<file path="src/hw/rtl/ihdi_pkg.sv">
`timescale 1ns / 1ps
// Shared types and codes for the image header dimension inspect unit.
// No dependencies.
package ihdi_pkg;

   localparam int HDR_USED = 30;            // header bytes the decoders look at
   localparam logic [5:0] POS_MAX = 6'd63;  // byte count saturates here

   localparam logic [2:0] FMT_NONE = 3'd0;
   localparam logic [2:0] FMT_JPEG = 3'd1;
   localparam logic [2:0] FMT_PNG  = 3'd2;
   localparam logic [2:0] FMT_GIF  = 3'd3;
   localparam logic [2:0] FMT_WEBP = 3'd4;
   localparam logic [2:0] FMT_BMP  = 3'd5;

   localparam logic [1:0] VERDICT_INVALID   = 2'd0;
   localparam logic [1:0] VERDICT_UNSAFE    = 2'd1;
   localparam logic [1:0] VERDICT_COMPLIANT = 2'd2;
   localparam logic [1:0] VERDICT_NORMALIZE = 2'd3;

   localparam logic [1:0] CSR_PIXEL_LIMIT    = 2'd0;
   localparam logic [1:0] CSR_SIDE_SUM_LIMIT = 2'd1;
   localparam logic [1:0] CSR_ASPECT_LIMIT   = 2'd2;

   typedef enum logic [1:0] {
      JPEG_PENDING,
      JPEG_FOUND,
      JPEG_FAILED
   } jpeg_outcome_type;

   typedef struct packed {
      jpeg_outcome_type outcome;
      logic [15:0]      width;
      logic [15:0]      height;
   } jpeg_result_type;

   typedef struct packed {
      logic [2:0]  fmt;
      logic [31:0] width;
      logic [31:0] height;
   } dim_type;

endpackage

</file>
<file path="src/hw/rtl/ihdi_jpeg_walker.sv">
`timescale 1ns / 1ps
// JPEG marker-segment walker: one byte per beat, gives its post-beat state.
// Depends on ihdi_pkg.
module ihdi_jpeg_walker
   import ihdi_pkg::*;
(
   input  logic            clock,
   input  logic            reset,
   input  logic            beat,
   input  logic            beat_last,
   input  logic [7:0]      beat_byte,
   input  logic            past_magic,   // byte count >= 2
   output jpeg_result_type result_next
);

   typedef enum logic [2:0] {
      PH_SEEK,
      PH_FILL,
      PH_LEN_HI,
      PH_LEN_LO,
      PH_BODY
   } phase_type;

   phase_type        phase_ff, phase_in;
   logic [15:0]      countdown_ff, countdown_in;
   logic [7:0]       lhb_ff, lhb_in;
   logic             frame_ff, frame_in;
   logic [15:0]      hgt_ff, hgt_in;
   logic [15:0]      wid_ff, wid_in;
   jpeg_outcome_type outcome_ff, outcome_in;
   logic [15:0]      seg_len;
   logic             walk_en;

   assign walk_en = beat && past_magic && (outcome_ff == JPEG_PENDING);
   assign seg_len = {lhb_ff, beat_byte};

   always_comb begin
      phase_in     = phase_ff;
      countdown_in = countdown_ff;
      lhb_in       = lhb_ff;
      frame_in     = frame_ff;
      hgt_in       = hgt_ff;
      wid_in       = wid_ff;
      outcome_in   = outcome_ff;
      if (walk_en) begin
         case (phase_ff)
            PH_SEEK: begin
               if (beat_byte == 8'hff) phase_in = PH_FILL;
            end
            PH_FILL: begin
               if (beat_byte == 8'hff) begin
                  phase_in = PH_FILL;  // fill byte
               end else if (beat_byte inside {8'h00, 8'h01, 8'hd8, [8'hd0:8'hd7]}) begin
                  phase_in = PH_SEEK;
               end else if (beat_byte inside {8'hd9, 8'hda}) begin
                  outcome_in = JPEG_FAILED;
               end else begin
                  frame_in = (beat_byte[7:4] == 4'hc) &&
                             !(beat_byte inside {8'hc4, 8'hc8, 8'hcc});
                  phase_in = PH_LEN_HI;
               end
            end
            PH_LEN_HI: begin
               lhb_in   = beat_byte;
               phase_in = PH_LEN_LO;
            end
            PH_LEN_LO: begin
               if (seg_len < 16'd2 || (frame_ff && seg_len < 16'd7)) begin
                  outcome_in = JPEG_FAILED;
               end else begin
                  countdown_in = seg_len - 16'd2;
                  lhb_in       = 8'd0;
                  phase_in     = (seg_len == 16'd2) ? PH_SEEK : PH_BODY;
               end
            end
            PH_BODY: begin
               // lhb counts the first body bytes of a frame segment
               if (frame_ff && lhb_ff < 8'd5) begin
                  if (lhb_ff == 8'd1 || lhb_ff == 8'd2) hgt_in = {hgt_ff[7:0], beat_byte};
                  if (lhb_ff == 8'd3 || lhb_ff == 8'd4) wid_in = {wid_ff[7:0], beat_byte};
                  lhb_in = lhb_ff + 8'd1;
               end
               countdown_in = countdown_ff - 16'd1;
               if (countdown_ff == 16'd1) begin
                  if (frame_ff) outcome_in = JPEG_FOUND;
                  else phase_in = PH_SEEK;
               end
            end
            default: begin
               phase_in = PH_SEEK;
            end
         endcase
      end
   end

   assign result_next = '{outcome: outcome_in, width: wid_in, height: hgt_in};

   always_ff @(posedge clock) begin
      if (reset || (beat && beat_last)) begin
         phase_ff     <= PH_SEEK;
         countdown_ff <= 16'd0;
         lhb_ff       <= 8'd0;
         frame_ff     <= 1'b0;
         hgt_ff       <= 16'd0;
         wid_ff       <= 16'd0;
         outcome_ff   <= JPEG_PENDING;
      end else if (beat) begin
         phase_ff     <= phase_in;
         countdown_ff <= countdown_in;
         lhb_ff       <= lhb_in;
         frame_ff     <= frame_in;
         hgt_ff       <= hgt_in;
         wid_ff       <= wid_in;
         outcome_ff   <= outcome_in;
      end
   end

endmodule

</file>
<file path="src/hw/rtl/ihdi_format_decode.sv">
`timescale 1ns / 1ps
// Header byte store, byte counter and fixed-offset format decoders.
// Registers format and dimensions each advance, valid for the last beat. Depends on ihdi_pkg.
module ihdi_format_decode
   import ihdi_pkg::*;
#(
   parameter int HEADER_DEPTH = 30
)
(
   input  logic            clock,
   input  logic            reset,
   input  logic            advance,
   input  logic            beat,
   input  logic            beat_last,
   input  logic [7:0]      beat_byte,
   input  jpeg_result_type jpeg_next,
   output logic            past_magic,
   output logic            dec_valid,
   output dim_type         dec_dim
);

   localparam int IDX_W = $clog2(HEADER_DEPTH);

   logic [7:0]  store_ff [HEADER_DEPTH];
   logic [5:0]  pos_ff;
   logic [7:0]  v [HDR_USED];
   logic [6:0]  n;
   logic        dec_valid_ff;
   dim_type     dec_ff, dec_in;

   assign past_magic = (pos_ff >= 6'd2);
   assign n = {1'b0, pos_ff} + 7'd1;

   // current beat merged over the store
   always_comb begin
      for (int i = 0; i < HDR_USED; i++) begin
         v[i] = (pos_ff == 6'(i)) ? beat_byte : store_ff[i];
      end
   end

   always_ff @(posedge clock) begin
      if (beat && ({1'b0, pos_ff} < 7'(HEADER_DEPTH))) begin
         store_ff[pos_ff[IDX_W-1:0]] <= beat_byte;
      end
   end

   always_ff @(posedge clock) begin
      if (reset || (beat && beat_last)) begin
         pos_ff <= 6'd0;
      end else if (beat && pos_ff != POS_MAX) begin
         pos_ff <= pos_ff + 6'd1;
      end
   end

   always_comb begin
      logic [31:0] cs;
      logic [31:0] dib;
      logic [31:0] rw;
      logic [31:0] rh;
      logic [31:0] tw;
      logic [31:0] th;
      logic        riff;
      cs   = {v[19], v[18], v[17], v[16]};
      dib  = {v[17], v[16], v[15], v[14]};
      rw   = {v[21], v[20], v[19], v[18]};
      rh   = {v[25], v[24], v[23], v[22]};
      riff = n >= 7'd20 && v[0] == 8'h52 && v[1] == 8'h49 && v[2] == 8'h46 &&
             v[3] == 8'h46 && v[8] == 8'h57 && v[9] == 8'h45 && v[10] == 8'h42 &&
             v[11] == 8'h50 && v[12] == 8'h56 && v[13] == 8'h50 && v[14] == 8'h38;
      dec_in = '{fmt: FMT_NONE, width: 32'd0, height: 32'd0};
      tw = 32'd0;
      th = 32'd0;
      if (n >= 7'd4 && v[0] == 8'hff && v[1] == 8'hd8 && jpeg_next.outcome == JPEG_FOUND &&
          jpeg_next.width != 16'd0 && jpeg_next.height != 16'd0) begin
         dec_in = '{fmt: FMT_JPEG, width: {16'd0, jpeg_next.width},
                    height: {16'd0, jpeg_next.height}};
      end else if (n >= 7'd24 && {v[8], v[9], v[10], v[11]} == 32'd13 && v[0] == 8'h89 &&
                   v[1] == 8'h50 && v[2] == 8'h4e && v[3] == 8'h47 && v[4] == 8'h0d &&
                   v[5] == 8'h0a && v[6] == 8'h1a && v[7] == 8'h0a && v[12] == 8'h49 &&
                   v[13] == 8'h48 && v[14] == 8'h44 && v[15] == 8'h52 &&
                   {v[16], v[17], v[18], v[19]} != 32'd0 &&
                   {v[20], v[21], v[22], v[23]} != 32'd0) begin
         dec_in = '{fmt: FMT_PNG, width: {v[16], v[17], v[18], v[19]},
                    height: {v[20], v[21], v[22], v[23]}};
      end else if (n >= 7'd10 && v[0] == 8'h47 && v[1] == 8'h49 && v[2] == 8'h46 &&
                   v[3] == 8'h38 && (v[4] == 8'h37 || v[4] == 8'h39) && v[5] == 8'h61 &&
                   {v[7], v[6]} != 16'd0 && {v[9], v[8]} != 16'd0) begin
         dec_in = '{fmt: FMT_GIF, width: {16'd0, v[7], v[6]}, height: {16'd0, v[9], v[8]}};
      end else if (riff && v[15] == 8'h58 && cs >= 32'd10 && n >= 7'd30) begin
         // VP8X: 24-bit sizes minus one
         tw = {8'd0, v[26], v[25], v[24]} + 32'd1;
         th = {8'd0, v[29], v[28], v[27]} + 32'd1;
         dec_in = '{fmt: FMT_WEBP, width: tw, height: th};
      end else if (riff && v[15] == 8'h20 && cs >= 32'd10 && n >= 7'd30 &&
                   v[23] == 8'h9d && v[24] == 8'h01 && v[25] == 8'h2a &&
                   {v[27][5:0], v[26]} != 14'd0 && {v[29][5:0], v[28]} != 14'd0) begin
         dec_in = '{fmt: FMT_WEBP, width: {18'd0, v[27][5:0], v[26]},
                    height: {18'd0, v[29][5:0], v[28]}};
      end else if (riff && v[15] == 8'h4c && cs >= 32'd5 && n >= 7'd25 &&
                   v[20] == 8'h2f) begin
         tw = {18'd0, v[22][5:0], v[21]} + 32'd1;
         th = {18'd0, v[24][3:0], v[23], v[22][7:6]} + 32'd1;
         dec_in = '{fmt: FMT_WEBP, width: tw, height: th};
      end else if (n >= 7'd26 && v[0] == 8'h42 && v[1] == 8'h4d) begin
         if (dib == 32'd12) begin
            if ({v[19], v[18]} != 16'd0 && {v[21], v[20]} != 16'd0) begin
               dec_in = '{fmt: FMT_BMP, width: {16'd0, v[19], v[18]},
                          height: {16'd0, v[21], v[20]}};
            end
         end else if (dib >= 32'd40) begin
            if (rw != 32'd0 && !rw[31] && rh != 32'd0 && rh != 32'h8000_0000) begin
               th = rh[31] ? (~rh + 32'd1) : rh;
               dec_in = '{fmt: FMT_BMP, width: rw, height: th};
            end
         end
      end
   end

   always_ff @(posedge clock) begin
      if (reset) begin
         dec_valid_ff <= 1'b0;
      end else if (advance) begin
         dec_valid_ff <= beat && beat_last;
      end
   end

   always_ff @(posedge clock) begin
      if (advance) dec_ff <= dec_in;
   end

   assign dec_valid = dec_valid_ff;
   assign dec_dim   = dec_ff;

endmodule

</file>
<file path="src/hw/rtl/ihdi_verdict.sv">
`timescale 1ns / 1ps
// Verdict stages: products and sums registered, then limit compares into
// the result register. Depends on ihdi_pkg.
module ihdi_verdict
   import ihdi_pkg::*;
(
   input  logic        clock,
   input  logic        reset,
   input  logic        advance,
   input  logic        dec_valid,
   input  dim_type     dec_dim,
   input  logic [39:0] pixel_limit,
   input  logic [17:0] side_sum_limit,
   input  logic [7:0]  aspect_limit,
   output logic        rsp_valid,
   output logic [1:0]  rsp_verdict,
   output dim_type     rsp_dim
);

   logic        mv_ff;
   dim_type     mdim_ff;
   logic [63:0] area_ff;
   logic [39:0] ar_ff;
   logic [32:0] sum_ff;
   logic [31:0] big_ff;
   logic [31:0] big, shorter;
   logic        out_valid_ff;
   logic [1:0]  verdict_ff, verdict_in;
   dim_type     out_dim_ff;

   assign big     = (dec_dim.width > dec_dim.height) ? dec_dim.width : dec_dim.height;
   assign shorter = (dec_dim.width > dec_dim.height) ? dec_dim.height : dec_dim.width;

   always_ff @(posedge clock) begin
      if (reset) begin
         mv_ff <= 1'b0;
      end else if (advance) begin
         mv_ff <= dec_valid;
      end
   end

   always_ff @(posedge clock) begin
      if (advance) begin
         mdim_ff <= dec_dim;
         area_ff <= 64'(dec_dim.width) * 64'(dec_dim.height);
         ar_ff   <= 40'(aspect_limit) * 40'(shorter);
         sum_ff  <= {1'b0, dec_dim.width} + {1'b0, dec_dim.height};
         big_ff  <= big;
      end
   end

   always_comb begin
      if (mdim_ff.fmt == FMT_NONE) begin
         verdict_in = VERDICT_INVALID;
      end else if (area_ff[63:40] != 24'd0 || area_ff[39:0] > pixel_limit) begin
         verdict_in = VERDICT_UNSAFE;
      end else if (sum_ff <= 33'(side_sum_limit) && 40'(big_ff) <= ar_ff) begin
         verdict_in = VERDICT_COMPLIANT;
      end else begin
         verdict_in = VERDICT_NORMALIZE;
      end
   end

   always_ff @(posedge clock) begin
      if (reset) begin
         out_valid_ff <= 1'b0;
      end else if (advance) begin
         out_valid_ff <= mv_ff;
      end
   end

   always_ff @(posedge clock) begin
      if (advance) begin
         verdict_ff <= verdict_in;
         out_dim_ff <= mdim_ff;
      end
   end

   assign rsp_valid   = out_valid_ff;
   assign rsp_verdict = verdict_ff;
   assign rsp_dim     = out_dim_ff;

endmodule

</file>
<file path="src/hw/rtl/image_header_dimension_inspect_unit.sv">
`timescale 1ns / 1ps
// Image header dimension inspector: takes one byte per beat and, for the beat
// with tlast, returns one verdict with format and size; rsp_tvalid follows the
// accepted beat through in_valid_ff, dec_valid_ff, mv_ff and out_valid_ff. A byte is
// accepted every cycle while the pipeline (input register, walker/decode,
// multiply, compare/result) runs; it stalls only while a result waits on rsp_tready.
// Depends on ihdi_pkg, ihdi_jpeg_walker, ihdi_format_decode, ihdi_verdict.
module image_header_dimension_inspect_unit
   import ihdi_pkg::*;
#(
   parameter int HEADER_DEPTH = 30
)
(
   input  logic        clock,
   input  logic        reset,
   input  logic        req_tvalid,
   output logic        req_tready,
   input  logic [7:0]  req_tdata,   // [7:0] data_byte
   input  logic        req_tlast,   // final_byte
   output logic        rsp_tvalid,
   input  logic        rsp_tready,
   output logic [71:0] rsp_tdata,   // [1:0] verdict, [4:2] image_format,
                                    // [36:5] pixel_width, [68:37] pixel_height
   input  logic        csr_wr_en,
   input  logic [1:0]  csr_index,
   input  logic [39:0] csr_wdata
);

   logic            advance;
   logic            in_valid_ff;
   logic [7:0]      in_byte_ff;
   logic            in_last_ff;
   logic            beat;
   logic            past_magic;
   jpeg_result_type jpeg_next;
   logic            dec_valid;
   dim_type         dec_dim;
   logic [39:0]     pixel_limit_ff;
   logic [17:0]     side_sum_limit_ff;
   logic [7:0]      aspect_limit_ff;
   logic            out_valid;
   logic [1:0]      out_verdict;
   dim_type         out_dim;

   assign advance    = !out_valid || rsp_tready;
   assign req_tready = advance;
   assign beat       = in_valid_ff && advance;

   always_ff @(posedge clock) begin
      if (reset) begin
         in_valid_ff <= 1'b0;
      end else if (advance) begin
         in_valid_ff <= req_tvalid;
      end
   end

   always_ff @(posedge clock) begin
      if (advance) begin
         in_byte_ff <= req_tdata;
         in_last_ff <= req_tlast;
      end
   end

   always_ff @(posedge clock) begin
      if (reset) begin
         pixel_limit_ff    <= 40'd100000000;
         side_sum_limit_ff <= 18'd10000;
         aspect_limit_ff   <= 8'd20;
      end else if (csr_wr_en) begin
         case (csr_index)
            CSR_PIXEL_LIMIT:    pixel_limit_ff    <= csr_wdata;
            CSR_SIDE_SUM_LIMIT: side_sum_limit_ff <= csr_wdata[17:0];
            CSR_ASPECT_LIMIT:   aspect_limit_ff   <= csr_wdata[7:0];
            default: ;
         endcase
      end
   end

   ihdi_jpeg_walker u_walker (
      .clock       (clock),
      .reset       (reset),
      .beat        (beat),
      .beat_last   (in_last_ff),
      .beat_byte   (in_byte_ff),
      .past_magic  (past_magic),
      .result_next (jpeg_next)
   );

   ihdi_format_decode #(
      .HEADER_DEPTH (HEADER_DEPTH)
   ) u_decode (
      .clock      (clock),
      .reset      (reset),
      .advance    (advance),
      .beat       (beat),
      .beat_last  (in_last_ff),
      .beat_byte  (in_byte_ff),
      .jpeg_next  (jpeg_next),
      .past_magic (past_magic),
      .dec_valid  (dec_valid),
      .dec_dim    (dec_dim)
   );

   ihdi_verdict u_verdict (
      .clock          (clock),
      .reset          (reset),
      .advance        (advance),
      .dec_valid      (dec_valid),
      .dec_dim        (dec_dim),
      .pixel_limit    (pixel_limit_ff),
      .side_sum_limit (side_sum_limit_ff),
      .aspect_limit   (aspect_limit_ff),
      .rsp_valid      (out_valid),
      .rsp_verdict    (out_verdict),
      .rsp_dim        (out_dim)
   );

   assign rsp_tvalid = out_valid;
   assign rsp_tdata  = {3'd0, out_dim.height, out_dim.width, out_dim.fmt, out_verdict};

endmodule
</file>
<file path="config.mk">
export PLATFORM = sky130hd
export DESIGN_NAME = image_header_dimension_inspect_unit
export DESIGN_NICKNAME = d
export VERILOG_FILES = /design/src/hw/rtl/ihdi_pkg.sv /design/src/hw/rtl/ihdi_jpeg_walker.sv /design/src/hw/rtl/ihdi_format_decode.sv /design/src/hw/rtl/ihdi_verdict.sv /design/src/hw/rtl/image_header_dimension_inspect_unit.sv
export SDC_FILE = /design/constraint.sdc
export NUM_CORES = 2
export LEC_CHECK = 0
export BUFFER_PORTS_ARGS = -buffer_cell sky130_fd_sc_hd__buf_2
export CAP_MARGIN = 30
export CORE_MARGIN = 2
export CORE_UTILIZATION = 50
export CTS_CLUSTER_SIZE = 28
export DETAILED_ROUTE_END_ITERATION = 6
export PLACE_DENSITY = 0.66
export SLEW_MARGIN = 20
export SYNTH_ARGS = -nofsm -noshare
export SYNTH_HDL_FRONTEND = slang
export SYNTH_SLANG_ARGS = --single-unit
</file>
<file path="constraint.sdc">
create_clock -name clock -period 20.7 [get_ports clock]
set_input_delay 3.105 -clock clock [delete_from_list [all_inputs] [get_ports clock]]
set_output_delay 3.105 -clock clock [all_outputs]
set_load 0.03 [all_outputs]
</file>
# Yosys cells after proc, flatten, opt, wreduce, memory -nomap -nowiden

Memories as Yosys holds them, arrays and structs flattened.
Index checks and enable logic that the tools add are counted.

Bits in registers: 519
Latch bits: 0
Memory bits (writable): 240
Memory bits (read-only): 0
Bits of input ports: 56
Output and inout port bits: 74
Logic and storage cells: 366
Memories: 1

Add/sub/neg operators: 11
Multipliers: 2
Divide/modulo/power cells: 0
Magnitude comparators: 21
Equal/unequal tests: 100
Shifts and indexed selects: 0
Muxes and demuxes: 78
Bitwise gates (word level): 4
Reductions and logical operators: 114

Memories:

| name              | depth | width | rd ports | clocked after memory_dff | write ports | RTL line                 | RTL |
|---|---|---|---|---|---|---|---|
| u_decode.store_ff | 30    | 8     | 30       | 0                        | 1           | ihdi_format_decode.sv:24 | `logic [7:0] store_ff [HEADER_DEPTH];` |

Operator list:

| operator                                                                            | number |
|---|---|
| 67-bit two-way mux                                                                  | 8 |
| 8-bit two-way mux                                                                   | 32 |
| 8-bit by 7-bit equality test with 1-bit output, second input constant               | 23 |
| 16-bit two-way mux                                                                  | 9 |
| 66-bit two-way mux                                                                  | 2 |
| 32-bit nonzero test                                                                 | 4 |
| 32-bit two-way mux                                                                  | 3 |
| 16-bit nonzero test                                                                 | 6 |
| 8-bit equality test, second input constant                                          | 11 |
| 6-bit by 5-bit equality test with 1-bit output, second input constant               | 14 |
| 1-bit logical AND                                                                   | 71 |
| 32-bit by 4-bit equality test with 1-bit output, second input constant              | 2 |
| 32-bit by 32-bit multiplier with 64-bit output                                      | 1 |
| 8-bit by 6-bit equality test with 1-bit output, second input constant               | 7 |
| 24-bit by 1-bit adder with 25-bit output, second input constant                     | 2 |
| 6-bit by 4-bit equality test with 1-bit output, second input constant               | 8 |
| 48-bit two-way mux                                                                  | 1 |
| 40-bit greater-than comparator                                                      | 1 |
| 32-bit by 40-bit less-or-equal comparator with 1-bit output                         | 1 |
| 8-bit by 32-bit multiplier with 40-bit output                                       | 1 |
| 7-bit by 5-bit greater-or-equal comparator with 1-bit output, second input constant | 5 |
| 32-bit by 32-bit adder with 33-bit output                                           | 1 |
| 33-bit by 18-bit less-or-equal comparator with 1-bit output                         | 1 |
| 32-bit by 1-bit adder with 32-bit output, second input constant                     | 1 |
| 67 further kinds                                                                    | 115 |

# Depth between registers and ports, before layout

Depth in word-level cells: 27
Gate-level depth with buffers: 37
Gate-level depth less buffers: 31

# Modules after synthesis

A second synthesis with hierarchy kept.

Cell total of the unflattened synthesis: 8386
Area total of the unflattened synthesis: 81112.8 um^2

By module, submodules not included:

| module                              | times used | cells each | area each (um^2) | sequential area each (um^2) |
|---|---|---|---|---|
| ihdi_verdict                        | 1          | 5717       | 55228.0          | 9198.8 |
| ihdi_format_decode                  | 1          | 1939       | 19466.2          | 9359.0 |
| ihdi_jpeg_walker                    | 1          | 424        | 3706.1           | 1241.2 |
| image_header_dimension_inspect_unit | 1          | 306        | 2712.6           | 1611.5 |

# Least setup slack after synthesis

No wires, ideal clock.

Kind: input to register
From: input rsp_tready
To: register u_decode.dec_ff (netlist bit u_decode.dec_dim[10]), data pin
Library setup time: 271 ps
Arrival time: 14373 ps
Required time: 20429 ps
Slack: 6055 ps
Stages: 10
Buffers on the path: 1
Path through: nor2b_1 -> inv_1 -> nand2_1 -> nor4_1 -> a21o_1 -> nand4b_1 -> clkbuf_1 -> o22ai_1 -> a2111oi_0 -> o21ai_1

RTL lines:

| what                   | RTL line                                  | RTL |
|---|---|---|
| start: declaration     | image_header_dimension_inspect_unit.sv:21 | `input logic rsp_tready,` |
| end signal: assignment | ihdi_format_decode.sv:128                 | `if (advance) dec_ff <= dec_in;` |
| end: declaration       | ihdi_format_decode.sv:29                  | `dim_type dec_ff, dec_in;` |

# Worst setup path after layout

From: register u_decode.dec_ff (netlist bit u_decode.dec_dim[61])
To: register u_verdict.ar_ff[32], data pin

Cells in the longest elaborated chain, start to end: 3

RTL lines:

| what                                            | RTL line           | RTL |
|---|---|---|
| 32-bit greater-than comparator                  | ihdi_verdict.sv:32 | `assign shorter = (dec_dim.width > dec_dim.height) ? dec_dim.height : dec_dim.width;` |
| 32-bit two-way mux *                            | ihdi_verdict.sv:32 |  |
| 8-bit by 32-bit multiplier with 40-bit output * | ihdi_verdict.sv:46 | `ar_ff <= 40'(aspect_limit) * 40'(shorter);` |
| end signal: assignment                          | ihdi_verdict.sv:46 |  |
| end: declaration                                | ihdi_verdict.sv:23 | `logic [39:0] ar_ff;` |

Mark *: on every way between the ends. The rest lies on a longest branch, timed or not.
A chain may end at the register's enable or synchronous reset.

==> flow_summary.ini <==
[placed_design]
place_inst = 10860
dpl_cell_area_um2 = 86140
portBuffers = 126
dpl.hpwl_um = 207000
place_congestion = 1.060

[final_layout]
fin_area_um2 = 89190
nets = 10390
drive_gt1_frac = 0.07076
finalNonFillerCells = 11050
final_common_cell = nand2_1
postLayoutCoreUtil = 0.5357
area_delta_synth_final_pct = 6.772
nFillCells = 14950
final_cell_mix = nand2_1 (1421), inv_1 (1375), fa_1 (1077)

[logic_synthesis]
synth-seq-cells = 759
netlist_instances = 8920
yosysWarnings = 0
synth_edf_count = 621
synth_flop_cell = edfxtp_1
async_flop_share = 0
yosysSeqAreaShare = 0.2563
synth_cell_type_count = 104
syn_avg_cell_area_um2 = 9.364
syn-cell-area_um2 = 83530

[critical_path]
slowest_delay_ns = 0.88
startpoint_type = flop
crit_arrival_ns = 10.88
critPathCaptureType = flop
rrSetupSlack_ns = 10.27
critPathMostFrequentCell = fa_1
timing_worst_setup_path_type = reg2reg
cp_max_fo = 161
slowest_stage = buf_4
critical_path_required_ns = 21.16

[clock_network]
cts_buffers = 89
htree_levels = 3
clock_latency_ns = 0.77
clock-sinks = 759
ctsResizeCount = 0
cts_hold_buf = 0
clock_path_buffers = 3
post_cts_buffers = 0
cts_tree = built
root_buffer = clkbuf_16
clk_pin_slew_ns = 0.06

[die]
core-area_um2 = 166500
die_w_um = 412.7
rows = 150
num_io_pins = 130
die-height_um = 412.7
dieArea_um2 = 170300
start_util = 0.5018

[detailed_routing]
first_iter_violations = 7208
first_pass_iters = 6
ant_nets = 0
wirelength_um = 285100
wl_per_cell_um = 25.81
drc_errors = 0
vias = 66260
viasPerCell = 5.999

[grt]
grt_overflow = 0
grt_max_degree = 162
grt_pass1_vias = 66920
grt_pass1_wl_um = 425500
track_usage = 0.3360
antenna_found_initial = 18

[timing]
tightest_slew_ns = 1.100
setup-tns-final_ns = 0
period_needed_ns = 10.43
hold_viol = 0
fmax_mhz = 95.90
slew_viol_final = 0
period_share = 0.5037
clock_skew_ns = 0.08087
rsz0062_at_grt = no
slew_headroom = 0.2670
final-setup-viol-count = 0

[power]
peakVddDrop_v = 0.00006508
cellPowerDensity_nw_per_um2 = 41.11
p_leak_uw = 0.03955
totalPowerFinal_uw = 3666

[status]
status = finished, final reports clean

[run]
max_cap_violations = 0

[hold_path]
hp-class = reg2reg
kinds of logic after synthesis:
family,Yosys count,synth area share
xor+xnor,222,0.02328
compound gates,1109,0.08583
fa+ha+maj,1578,0.3332
other cells,1,0.00004489
mux,404,0.05006
buf+inv,1946,0.08893
simple gates,2901,0.1624
flops,759,0.2563
path summary, 6_finish.rpt:
check / depth (start not counted) / start / end
hold reg to reg: 0 / u_verdict.mdim_ff[36] / u_verdict.rsp_dim[36]
hold / removal: 0 / u_verdict.mdim_ff[36] / u_verdict.rsp_dim[36]
setup / recovery: 29 / u_decode.dec_dim[61] / u_verdict.ar_ff[32]
setup reg to reg: 29 / u_decode.dec_dim[61] / u_verdict.ar_ff[32]
sequential cells by signal, summed over array words and instances (netlist names), 2 cells and up:
register	cells
u_decode.store_ff	240
u_verdict.mdim_ff	67
u_decode.pos_ff	6
u_verdict.rsp_verdict	2
aspect_limit_ff	8
u_walker.phase_ff	3
u_decode.dec_dim	67
side_sum_limit_ff	18
u_verdict.sum_ff	33
u_walker.hgt_ff	16
u_walker.wid_ff	16
u_walker.lhb_ff	8
u_verdict.rsp_dim	67
pixel_limit_ff	40
in_byte_ff	8
u_walker.countdown_ff	16
u_verdict.ar_ff	40
u_verdict.area_ff	64
u_walker.outcome_ff	2
u_verdict.big_ff	32
layout make-up:
class | instances | area, um^2 | area share
clock buffer | 122 | 2455 | 0.02752
timing repair buffer | 308 | 2138 | 0.02398
clock inverter | 45 | 466.7 | 0.005233
sequential | 759 | 21420 | 0.2402
antenna | 8 | 20.02 | 0.0002245
inverter | 1382 | 5195 | 0.05825
multi-input combinational | 6217 | 54730 | 0.6137
tap | 2204 | 2758 | 0.03092
stage by stage:
stage,hold WS [ns],worst slack (ns)
after floorplan,0.4003,6.055
after global placement,0.4021,10.47
after detailed placement,0.4045,10.45
after CTS,0.4147,10.42
after global routing,0.4234,9.591
final,0.4152,10.27
critical path, delay by kind of cell (launching register included):
kind            cells  cell delay, ns
flops               1            0.35
buf+inv             6            2.25
simple gates        7            1.95
mux                 1            0.35
xor+xnor            1            0.08
compound gates      8            1.98
fa+ha+maj           6            2.94
Yosys cell counts, types with 15 or more instances:
master | instances | area (um^2)
o221ai_1 | 36 | 315.3
buf_1 | 66 | 247.7
a2111oi_0 | 21 | 183.9
a21o_1 | 87 | 653.1
o31ai_1 | 19 | 142.6
mux2_2 | 110 | 1239
a22oi_1 | 15 | 112.6
ha_1 | 501 | 6269
xor2_1 | 70 | 613.1
xnor2_1 | 152 | 1331
nand2b_1 | 35 | 219.0
dfxtp_1 | 138 | 2763
o22ai_1 | 60 | 375.4
mux2i_1 | 294 | 2943
nand3_1 | 100 | 500.5
or4_1 | 31 | 232.7
o211ai_1 | 21 | 157.7
o21a_1 | 27 | 202.7
and2_1 | 384 | 2402
nor4_1 | 68 | 425.4
nor2_1 | 454 | 1704
clkbuf_1 | 447 | 1678
o2111ai_1 | 15 | 131.4
nand2_1 | 1421 | 5334
nand4_1 | 78 | 488.0
or3_1 | 38 | 237.7
buf_2 | 32 | 160.2
o21ai_0 | 201 | 1006
fa_1 | 1077 | 21560
a31oi_1 | 34 | 212.7
a21oi_1 | 349 | 1747
o21bai_1 | 20 | 150.1
nor2b_1 | 41 | 256.5
nor3_1 | 118 | 590.6
edfxtp_1 | 621 | 18650
a211o_1 | 26 | 227.7
and3_1 | 31 | 193.9
inv_1 | 1378 | 5172
a211oi_1 | 39 | 292.8
where the power goes:
part	internal (uW)	total, uW	switching, uW
sequential	1660	1680	12.5
combinational	130	393	262
clock	882	1600	716
total	2680	3670	991
per-layer routing:
metal  GRT usage  vias to the layer above  part of all wire
met5           0                        -           0.00029
met1      0.4429                    33190              0.39
met4      0.1764                       12             0.062
met3     0.06546                      821             0.095
li1            -                    28690                 -
met2      0.5259                     3553              0.45
Power figures use the tool's default switching activity.
